--- src/hdl/ttrq_pkg.sv ---
`timescale 1ns / 1ps
`default_nettype none

package ttrq_pkg;

    // Ring geometry
    localparam int QUEUE_DEPTH = 16;
    localparam int IDX_W       = $clog2(QUEUE_DEPTH);

    // Field widths
    localparam int TIME_BITS = 48;
    localparam int VOICE_W   = 3;
    localparam int VEL_W     = 7;
    localparam int CAUSE_W   = 2;
    localparam int NW_W      = 10;

    localparam logic [NW_W-1:0] NW_RESET = NW_W'(48);

    // Command queue between front and back
    localparam int CMDQ_DEPTH = 2;
    localparam int CMDQ_IDX_W = (CMDQ_DEPTH > 1) ? $clog2(CMDQ_DEPTH) : 1;
    localparam int CMDQ_CNT_W = $clog2(CMDQ_DEPTH + 1);

    // Input command codes
    localparam logic CMD_SCHED = 1'b0;
    localparam logic CMD_TICK  = 1'b1;

    // Fire cause codes
    localparam logic [CAUSE_W-1:0] CAUSE_DUE  = 2'd0;
    localparam logic [CAUSE_W-1:0] CAUSE_NEAR = 2'd1;
    localparam logic [CAUSE_W-1:0] CAUSE_FULL = 2'd2;

    // Work classes decided by the front
    typedef enum logic [1:0] {
        KIND_NEAR,
        KIND_SCHED,
        KIND_TICK
    } kind_t;

    typedef struct packed {
        kind_t                kind;
        logic [VOICE_W-1:0]   voice;
        logic [VEL_W-1:0]     velocity;
        logic [TIME_BITS-1:0] fire_time;
        logic [TIME_BITS-1:0] now;
    } cmd_t;

    // Ring index increment with wrap for any depth
    function automatic logic [IDX_W-1:0] next_idx(input logic [IDX_W-1:0] idx);
        logic [IDX_W-1:0] res;
        if (idx == IDX_W'(QUEUE_DEPTH - 1))
            res = '0;
        else
            res = idx + IDX_W'(1);
        return res;
    endfunction

endpackage

`default_nettype wire

--- src/hdl/timed_trigger_ring_queue_unit.sv ---
// With the back end idle, an immediate fire (near or ring full) passes through the command queue
// and is then registered in the output register.
// The back end stores a schedule from its idle state; a tick scans the ring from tail to head,
// one slot per cycle unless a due fire must wait for a stalled output.
// A two-entry command queue lets new items be taken while the back end scans or the output stalls.
// Reset (rst_n, async low): ring empty, head and tail zero, near window 48, queue and output empty.
`timescale 1ns / 1ps
`default_nettype none

module timed_trigger_ring_queue_unit
    import ttrq_pkg::*;
(
    input  wire logic                 clk,
    input  wire logic                 rst_n,
    input  wire logic                 cfg_we,
    input  wire logic [NW_W-1:0]      cfg_wdata,
    input  wire logic                 in_valid,
    output logic                      in_stall,
    input  wire logic                 cmd,
    input  wire logic [VOICE_W-1:0]   voice,
    input  wire logic [VEL_W-1:0]     velocity,
    input  wire logic [TIME_BITS-1:0] fire_time,
    input  wire logic [TIME_BITS-1:0] now,
    output logic                      out_valid,
    input  wire logic                 out_stall,
    output logic [VOICE_W-1:0]        fire_voice,
    output logic [VEL_W-1:0]          fire_velocity,
    output logic [CAUSE_W-1:0]        fire_cause,
    output logic                      last_of_run
);

    logic q_full;
    logic q_push;
    logic q_pop;
    logic q_valid;
    cmd_t q_in_item;
    cmd_t q_out_item;

    // Front: near-window test and classification
    ttrq_front u_front (
        .clk       (clk),
        .rst_n     (rst_n),
        .cfg_we    (cfg_we),
        .cfg_wdata (cfg_wdata),
        .in_valid  (in_valid),
        .in_stall  (in_stall),
        .cmd       (cmd),
        .voice     (voice),
        .velocity  (velocity),
        .fire_time (fire_time),
        .now       (now),
        .q_full    (q_full),
        .q_push    (q_push),
        .q_item    (q_in_item)
    );

    // Command queue
    ttrq_cmdq u_cmdq (
        .clk       (clk),
        .rst_n     (rst_n),
        .push      (q_push),
        .push_item (q_in_item),
        .full      (q_full),
        .pop       (q_pop),
        .valid     (q_valid),
        .item      (q_out_item)
    );

    // Back: ring storage, scan and fire output
    ttrq_back u_back (
        .clk           (clk),
        .rst_n         (rst_n),
        .q_valid       (q_valid),
        .q_item        (q_out_item),
        .q_pop         (q_pop),
        .out_valid     (out_valid),
        .out_stall     (out_stall),
        .fire_voice    (fire_voice),
        .fire_velocity (fire_velocity),
        .fire_cause    (fire_cause),
        .last_of_run   (last_of_run)
    );

endmodule

`default_nettype wire

--- src/hdl/ttrq_front.sv ---
`timescale 1ns / 1ps
`default_nettype none

module ttrq_front
    import ttrq_pkg::*;
(
    input  wire logic                 clk,
    input  wire logic                 rst_n,
    input  wire logic                 cfg_we,
    input  wire logic [NW_W-1:0]      cfg_wdata,
    input  wire logic                 in_valid,
    output logic                      in_stall,
    input  wire logic                 cmd,
    input  wire logic [VOICE_W-1:0]   voice,
    input  wire logic [VEL_W-1:0]     velocity,
    input  wire logic [TIME_BITS-1:0] fire_time,
    input  wire logic [TIME_BITS-1:0] now,
    input  wire logic                 q_full,
    output logic                      q_push,
    output cmd_t                      q_item
);

    logic [NW_W-1:0]      near_window_reg;
    logic [TIME_BITS-1:0] ahead;
    logic                 is_near;

    // Near window register
    always_ff @(posedge clk or negedge rst_n)
    begin
        if (!rst_n)
            near_window_reg <= NW_RESET;
        else if (cfg_we)
            near_window_reg <= cfg_wdata;
    end

    // Due test: already past, or within the near window
    always_comb
    begin
        ahead   = fire_time - now;
        is_near = (fire_time <= now) || (ahead <= TIME_BITS'(near_window_reg));
    end

    // Classify and hand off to the command queue
    always_comb
    begin
        q_item.voice     = voice;
        q_item.velocity  = velocity;
        q_item.fire_time = fire_time;
        q_item.now       = now;
        if (cmd == CMD_TICK)
            q_item.kind = KIND_TICK;
        else if (is_near)
            q_item.kind = KIND_NEAR;
        else
            q_item.kind = KIND_SCHED;
    end

    assign in_stall = q_full;
    assign q_push   = in_valid && !q_full;

endmodule

`default_nettype wire

--- src/hdl/ttrq_cmdq.sv ---
`timescale 1ns / 1ps
`default_nettype none

module ttrq_cmdq
    import ttrq_pkg::*;
(
    input  wire logic clk,
    input  wire logic rst_n,
    input  wire logic push,
    input  wire cmd_t push_item,
    output logic      full,
    input  wire logic pop,
    output logic      valid,
    output cmd_t      item
);

    cmd_t                  mem_reg [CMDQ_DEPTH];
    logic [CMDQ_IDX_W-1:0] wr_ptr_reg;
    logic [CMDQ_IDX_W-1:0] rd_ptr_reg;
    logic [CMDQ_CNT_W-1:0] count_reg;
    logic                  do_push;
    logic                  do_pop;

    assign full    = (count_reg == CMDQ_CNT_W'(CMDQ_DEPTH));
    assign valid   = (count_reg != '0);
    assign item    = mem_reg[rd_ptr_reg];
    assign do_push = push && !full;
    assign do_pop  = pop && valid;

    // Storage
    always_ff @(posedge clk)
    begin
        if (do_push)
            mem_reg[wr_ptr_reg] <= push_item;
    end

    // Pointers and fill count
    always_ff @(posedge clk or negedge rst_n)
    begin
        if (!rst_n)
        begin
            wr_ptr_reg <= '0;
            rd_ptr_reg <= '0;
            count_reg  <= '0;
        end
        else
        begin
            if (do_push)
            begin
                if (wr_ptr_reg == CMDQ_IDX_W'(CMDQ_DEPTH - 1))
                    wr_ptr_reg <= '0;
                else
                    wr_ptr_reg <= wr_ptr_reg + CMDQ_IDX_W'(1);
            end
            if (do_pop)
            begin
                if (rd_ptr_reg == CMDQ_IDX_W'(CMDQ_DEPTH - 1))
                    rd_ptr_reg <= '0;
                else
                    rd_ptr_reg <= rd_ptr_reg + CMDQ_IDX_W'(1);
            end
            if (do_push && !do_pop)
                count_reg <= count_reg + CMDQ_CNT_W'(1);
            else if (do_pop && !do_push)
                count_reg <= count_reg - CMDQ_CNT_W'(1);
        end
    end

endmodule

`default_nettype wire

--- src/hdl/ttrq_back.sv ---
`timescale 1ns / 1ps
`default_nettype none

module ttrq_back
    import ttrq_pkg::*;
(
    input  wire logic                clk,
    input  wire logic                rst_n,
    input  wire logic                q_valid,
    input  wire cmd_t                q_item,
    output logic                     q_pop,
    output logic                     out_valid,
    input  wire logic                out_stall,
    output logic [VOICE_W-1:0]       fire_voice,
    output logic [VEL_W-1:0]         fire_velocity,
    output logic [CAUSE_W-1:0]       fire_cause,
    output logic                     last_of_run
);

    typedef enum logic [1:0] {
        ST_IDLE = 2'b01,
        ST_SCAN = 2'b10
    } state_t;

    state_t state_reg, state_next;

    // Ring storage
    logic [VOICE_W-1:0]   slot_voice_reg    [QUEUE_DEPTH];
    logic [VEL_W-1:0]     slot_velocity_reg [QUEUE_DEPTH];
    logic [TIME_BITS-1:0] slot_time_reg     [QUEUE_DEPTH];
    logic [QUEUE_DEPTH-1:0] slot_active_reg;

    logic [IDX_W-1:0] head_reg, head_next;
    logic [IDX_W-1:0] tail_reg, tail_next;
    logic [IDX_W-1:0] cur_reg, cur_next;
    logic [TIME_BITS-1:0] now_reg, now_next;

    // One fire held back until we know whether it is the last of the tick
    logic               pend_valid_reg, pend_valid_next;
    logic [VOICE_W-1:0] pend_voice_reg, pend_voice_next;
    logic [VEL_W-1:0]   pend_vel_reg, pend_vel_next;

    // Output register
    logic               out_valid_reg;
    logic [VOICE_W-1:0] out_voice_reg;
    logic [VEL_W-1:0]   out_vel_reg;
    logic [CAUSE_W-1:0] out_cause_reg;
    logic               out_last_reg;

    logic               out_free;
    logic               push;
    logic [VOICE_W-1:0] push_voice;
    logic [VEL_W-1:0]   push_vel;
    logic [CAUSE_W-1:0] push_cause;
    logic               push_last;
    logic               slot_wr;
    logic               act_clr;
    logic               cur_active;
    logic               hit;

    assign out_free   = !out_valid_reg || !out_stall;
    assign cur_active = slot_active_reg[cur_reg];
    assign hit        = cur_active && (now_reg >= slot_time_reg[cur_reg]);

    // Sequencer: one command, or one ring slot per cycle during a tick, unless held by a stalled output
    always_comb
    begin
        state_next      = state_reg;
        head_next       = head_reg;
        tail_next       = tail_reg;
        cur_next        = cur_reg;
        now_next        = now_reg;
        pend_valid_next = pend_valid_reg;
        pend_voice_next = pend_voice_reg;
        pend_vel_next   = pend_vel_reg;
        q_pop           = 1'b0;
        push            = 1'b0;
        push_voice      = q_item.voice;
        push_vel        = q_item.velocity;
        push_cause      = CAUSE_NEAR;
        push_last       = 1'b1;
        slot_wr         = 1'b0;
        act_clr         = 1'b0;

        case (state_reg)
            ST_IDLE:
            begin
                if (q_valid)
                begin
                    case (q_item.kind)
                        KIND_NEAR:
                        begin
                            if (out_free)
                            begin
                                push  = 1'b1;
                                q_pop = 1'b1;
                            end
                        end
                        KIND_SCHED:
                        begin
                            if (next_idx(head_reg) == tail_reg)
                            begin
                                // ring full: fire at once
                                if (out_free)
                                begin
                                    push       = 1'b1;
                                    push_cause = CAUSE_FULL;
                                    q_pop      = 1'b1;
                                end
                            end
                            else
                            begin
                                slot_wr   = 1'b1;
                                head_next = next_idx(head_reg);
                                q_pop     = 1'b1;
                            end
                        end
                        KIND_TICK:
                        begin
                            q_pop      = 1'b1;
                            now_next   = q_item.now;
                            cur_next   = tail_reg;
                            state_next = ST_SCAN;
                        end
                        default:
                        begin
                            q_pop = 1'b1;
                        end
                    endcase
                end
            end
            ST_SCAN:
            begin
                if (cur_reg == head_reg)
                begin
                    // end of scan: release the held fire as the last one
                    if (pend_valid_reg)
                    begin
                        if (out_free)
                        begin
                            push            = 1'b1;
                            push_voice      = pend_voice_reg;
                            push_vel        = pend_vel_reg;
                            push_cause      = CAUSE_DUE;
                            pend_valid_next = 1'b0;
                            state_next      = ST_IDLE;
                        end
                    end
                    else
                    begin
                        state_next = ST_IDLE;
                    end
                end
                else if (!(hit && pend_valid_reg && !out_free))
                begin
                    if (hit)
                    begin
                        act_clr = 1'b1;
                        if (pend_valid_reg)
                        begin
                            push       = 1'b1;
                            push_voice = pend_voice_reg;
                            push_vel   = pend_vel_reg;
                            push_cause = CAUSE_DUE;
                            push_last  = 1'b0;
                        end
                        pend_valid_next = 1'b1;
                        pend_voice_next = slot_voice_reg[cur_reg];
                        pend_vel_next   = slot_velocity_reg[cur_reg];
                    end
                    // tail follows the scan while it crosses fired or empty slots
                    if ((cur_reg == tail_reg) && (hit || !cur_active))
                        tail_next = next_idx(cur_reg);
                    cur_next = next_idx(cur_reg);
                end
            end
            default:
            begin
                state_next = ST_IDLE;
            end
        endcase
    end

    // Control registers
    always_ff @(posedge clk or negedge rst_n)
    begin
        if (!rst_n)
        begin
            state_reg       <= ST_IDLE;
            head_reg        <= '0;
            tail_reg        <= '0;
            cur_reg         <= '0;
            pend_valid_reg  <= 1'b0;
            slot_active_reg <= '0;
            out_valid_reg   <= 1'b0;
        end
        else
        begin
            state_reg      <= state_next;
            head_reg       <= head_next;
            tail_reg       <= tail_next;
            cur_reg        <= cur_next;
            pend_valid_reg <= pend_valid_next;
            if (slot_wr)
                slot_active_reg[head_reg] <= 1'b1;
            if (act_clr)
                slot_active_reg[cur_reg] <= 1'b0;
            if (push)
                out_valid_reg <= 1'b1;
            else if (!out_stall)
                out_valid_reg <= 1'b0;
        end
    end

    // Payload registers
    always_ff @(posedge clk)
    begin
        now_reg       <= now_next;
        pend_voice_reg <= pend_voice_next;
        pend_vel_reg  <= pend_vel_next;
        if (slot_wr)
        begin
            slot_voice_reg[head_reg]    <= q_item.voice;
            slot_velocity_reg[head_reg] <= q_item.velocity;
            slot_time_reg[head_reg]     <= q_item.fire_time;
        end
        if (push)
        begin
            out_voice_reg <= push_voice;
            out_vel_reg   <= push_vel;
            out_cause_reg <= push_cause;
            out_last_reg  <= push_last;
        end
    end

    assign out_valid     = out_valid_reg;
    assign fire_voice    = out_voice_reg;
    assign fire_velocity = out_vel_reg;
    assign fire_cause    = out_cause_reg;
    assign last_of_run   = out_last_reg;

endmodule

`default_nettype wire

--- config.mk ---
export PLATFORM = sky130hd
export DESIGN_NAME = timed_trigger_ring_queue_unit
export DESIGN_NICKNAME = d
export VERILOG_FILES = /design/src/hdl/ttrq_pkg.sv /design/src/hdl/timed_trigger_ring_queue_unit.sv /design/src/hdl/ttrq_front.sv /design/src/hdl/ttrq_cmdq.sv /design/src/hdl/ttrq_back.sv
export SDC_FILE = /design/constraint.sdc
export NUM_CORES = 1
export LEC_CHECK = 0
export BUFFER_PORTS_ARGS = -buffer_cell sky130_fd_sc_hd__buf_4
export CAP_MARGIN = 20
export CORE_MARGIN = 2
export CORE_UTILIZATION = 28
export CTS_CLUSTER_DIAMETER = 200
export DETAILED_ROUTE_END_ITERATION = 8
export GPL_ROUTABILITY_DRIVEN = 0
export PLACE_DENSITY = 0.41
export SETUP_SLACK_MARGIN = 0.15
export SLEW_MARGIN = 40
export SYNTH_ARGS = -nofsm -noshare
export SYNTH_HDL_FRONTEND = slang
export SYNTH_SLANG_ARGS = --single-unit
--- constraint.sdc ---
create_clock -name clk -period 13.9 [get_ports clk]
set_input_delay 2.78 -clock clk [delete_from_list [all_inputs] [get_ports clk]]
set_output_delay 2.78 -clock clk [all_outputs]
set_load 0.02 [all_outputs]
==> results.toml <==
[global_routing]
antenna_found_initial = 12
grt_usage_pct = 15.8
overflow = 0
grt_pass1_vias = 28200
grt_start_max_net_pins = 56
grt_pass1_wl_um = 214000

[placed_design]
dp_hpwl_um = 90100
post-place-cells = 5242
pre_cts_ws_ns = 6.09
place.port_buffers = 136
dpl-instance-area_sq_mm = 0.0564

[layout]
final_util_pct = 32.9
final_cells = 5517
drive_above_1_share_pct = 28.6
nets = 3150
largest_register_ffs = 768
area_delta_synth_final_pct = 17.1
stdcell_area_sq_mm = 0.0610

[clock_tree]
clk-insertion-delay-late_ns = 0.80
numCtsBuffers = 145
holdBufCountCts = 0
clk_pin_slew_ns = 0.06
h-tree-depth = 4
cts.path.max_buffers = 3
postCtsResizedCells = 0
cts_tree = "yes"
cts_sinks = 1261
clock-root-buffer = "clkbuf_16"
cts_setup_buffers = 0

[synth]
synth_area_per_cell_sq_um = 19.4
synthMuxAreaShare_pct = 15.5
synth_compound_area_share_pct = 3.78
synthSimpleGateAreaFrac_pct = 2.75
netlist_instances = 2683
syn_area_sq_mm = 0.0521
synth_top_family_by_area = "multiplexers"
syn_nets = 2923
synth_fa_ha_area_share_pct = 2.85
synth-async-reset-ratio_pct = 3.65
yosys_warnings = 0
synth_edf_count = 1215
ys.flop_type = "edfxtp_1"
ys_ff_latch = 1261
ys_seq_area_share_pct = 72.3
synth_xor_area_share_pct = 0.908
ys_types = 79

[setup_path]
critPathKind = "in -> reg"
crit_path_end_kind = "register"
cp_max_fo = 6
worstRegToRegCells = 17
critPathLaunch = "now[2]"
cp-start-kind = "input port"
r2r_start = "u_back.cur_reg[0]"
worstPathRequired_ns = 14.40
cp.arrival_ns = 7.60

[sta]
rsz0062_at_grt = "false"
finalSetupViolations = 0
whs_ns = 0.493
fin_ws_ns = 6.80
worst_slew_pin_slew_ns = 0.911
slew_violations = 0
finClkSkew_ns = 0.0355
fmax_ghz = 0.141
slew_headroom_pct = 39.3
tns_ns = 0
finalHoldViolCount = 0
finalCritPeriodShare_pct = 51.1
post-route-min-period_ns = 7.10

[die]
start_util_pct = 28.1
die_w_um = 435
coreArea_sq_mm = 0.185
rows = 158
pin_count = 137
dieArea_sq_mm = 0.190
dieHeight_um = 435

[routing]
avgRoutedWirePerCell_um = 27.3
viasPerCell = 4.81
postRouteAntennaNets = 0
routed_wl_um = 151000
drc = 0
drt-initial-drc-count = 2224
vias = 26500
firstDrtPassIters = 5

[outcome]
outcome = "finished, final reports clean"

[hold_path]
min_path_cells = 1
hp-start = "u_back.slot_active_reg[10]"
hold_class = "reg -> reg"

[pwr]
ir_drop_mv = 0.127
p_total_mw = 12.2
leakagePower_nw = 20.2
powerDensity_mw_per_mm2 = 199

[run]
maxCapViolCount = 0
-- logic make-up (layout without fill, tap and decap cells) --
group,Yosys count,after routing
adders and majority gates,118,118
xor gates and xnor gates,54,54
muxes,422,422
DFF,1261,1261
and+or+nand+nor,290,290
other,0,6
AOI/OAI and AO/OA,292,292
buffers and inverters,246,594
-- Yosys cell counts (4+ instances only) --
cell type,n,area (sq um)
edfxtp_1,1215,36500
mux4_2,295,6640
inv_1,131,492
mux2_2,123,1390
ha_1,117,1460
nand2_1,92,345
a21oi_1,81,405
clkbuf_1,67,251
nor2_1,62,233
o21ai_0,47,235
dfrtp_1,43,1080
a21o_1,41,308
nand4_1,37,231
buf_1,30,113
xor2_1,30,263
xnor2_1,24,210
nand3_1,18,90.1
nand2b_1,17,106
nor3_1,17,85.1
a31oi_1,13,81.3
o211ai_1,12,90.1
o22a_1,12,105
o21a_1,11,82.6
nor4_1,10,62.6
a211oi_1,9,67.6
nor2b_1,7,43.8
o21bai_1,7,52.6
and3_1,6,37.5
buf_4,5,37.5
clkbuf_8,5,68.8
o22ai_1,5,31.3
buf_6,4,45.0
mux2i_1,4,40.0
o2111ai_1,4,35.0
o21ai_1,4,20.0
o221ai_1,4,35.0
o31ai_1,4,30.0
o32a_1,4,40.0
or2_2,4,25.0
-- layout make-up --
cell class | count | area, sq um
clock buffers | 187 | 3890
diodes | 6 | 15.0
flip-flops and latches | 1261 | 37700
repair buffers | 195 | 1590
well taps | 2480 | 3100
clock inverters | 81 | 651
inverters | 131 | 492
multi-input cells | 1176 | 13600
fillers | 17700 | 124000
-- cells in the final DEF (no fill, tap or decap), types with 6 or more instances in the layout --
master     netlist  layout
a211oi_1         9       9
a21o_1          41      41
a21oi_1         81      81
a31oi_1         13      13
buf_4            5     173
buf_6            4      17
bufinv_16        0       7
clkbuf_1        67      36
clkbuf_16        0     149
clkinv_1         0      33
clkinv_2         0      21
dfrtp_1         43      38
diode_2          0       6
edfxtp_1      1215    1215
ha_1           117     117
inv_1          131     131
inv_6            0       9
mux2_2         123     123
mux4_2         295     295
nand2_1         92      92
nand2b_1        17      17
nand3_1         18      18
nand4_1         37      37
nor2_1          62      49
nor2_4           0      13
nor2b_1          7       7
nor3_1          17      12
nor4_1          10       9
o211ai_1        12      12
o21a_1          11      11
o21ai_0         47      46
o21bai_1         7       7
o22a_1          12      12
xnor2_1         24      24
xor2_1          30      30
-- worst max-delay path, cell delays in order --
cell      delay, ns
buf_4          0.10
inv_1          0.04
ha_1           0.38
o211ai_1       0.13
a21oi_1        0.28
nor2_1         0.12
o21ai_0        0.32
a21o_1         0.18
a21oi_1        0.08
xnor2_1        0.15
ha_1           0.33
a211oi_1       0.31
o21ai_0        0.17
nor2_1         0.12
a21oi_1        0.28
or4_1          0.60
nor4_1         0.28
nand4b_1       0.15
nor3_1         0.21
nand4_1        0.15
nor4_2         0.27
a41oi_1        0.17
-- worst paths after layout --
check	endpoint	slack (ns)
max reg2reg	u_back.fire_velocity[4]	7.31
min	u_back.slot_active_reg[10]	0.49
max	u_cmdq.mem_reg[1][106]	6.80
min reg2reg	u_back.slot_active_reg[10]	0.49
max in group asynchronous	u_front.near_window_reg[5]	11.42
min in group asynchronous	u_cmdq.count_reg[0]	1.89
-- where the power goes --
group	switching [mW]	total, mW	internal (mW)
sequential	0.198	5.13	4.93
combinational	1.94	3.36	1.42
clock	1.55	3.66	2.11
-- metal layers --
layer	share of wire, %	GRT usage (%)
met1	43	20.2
met2	51	27.3
met3	3.8	2.47
met4	2.8	5.28
met5	0.036	0
(Power assumes the default switching activity.)
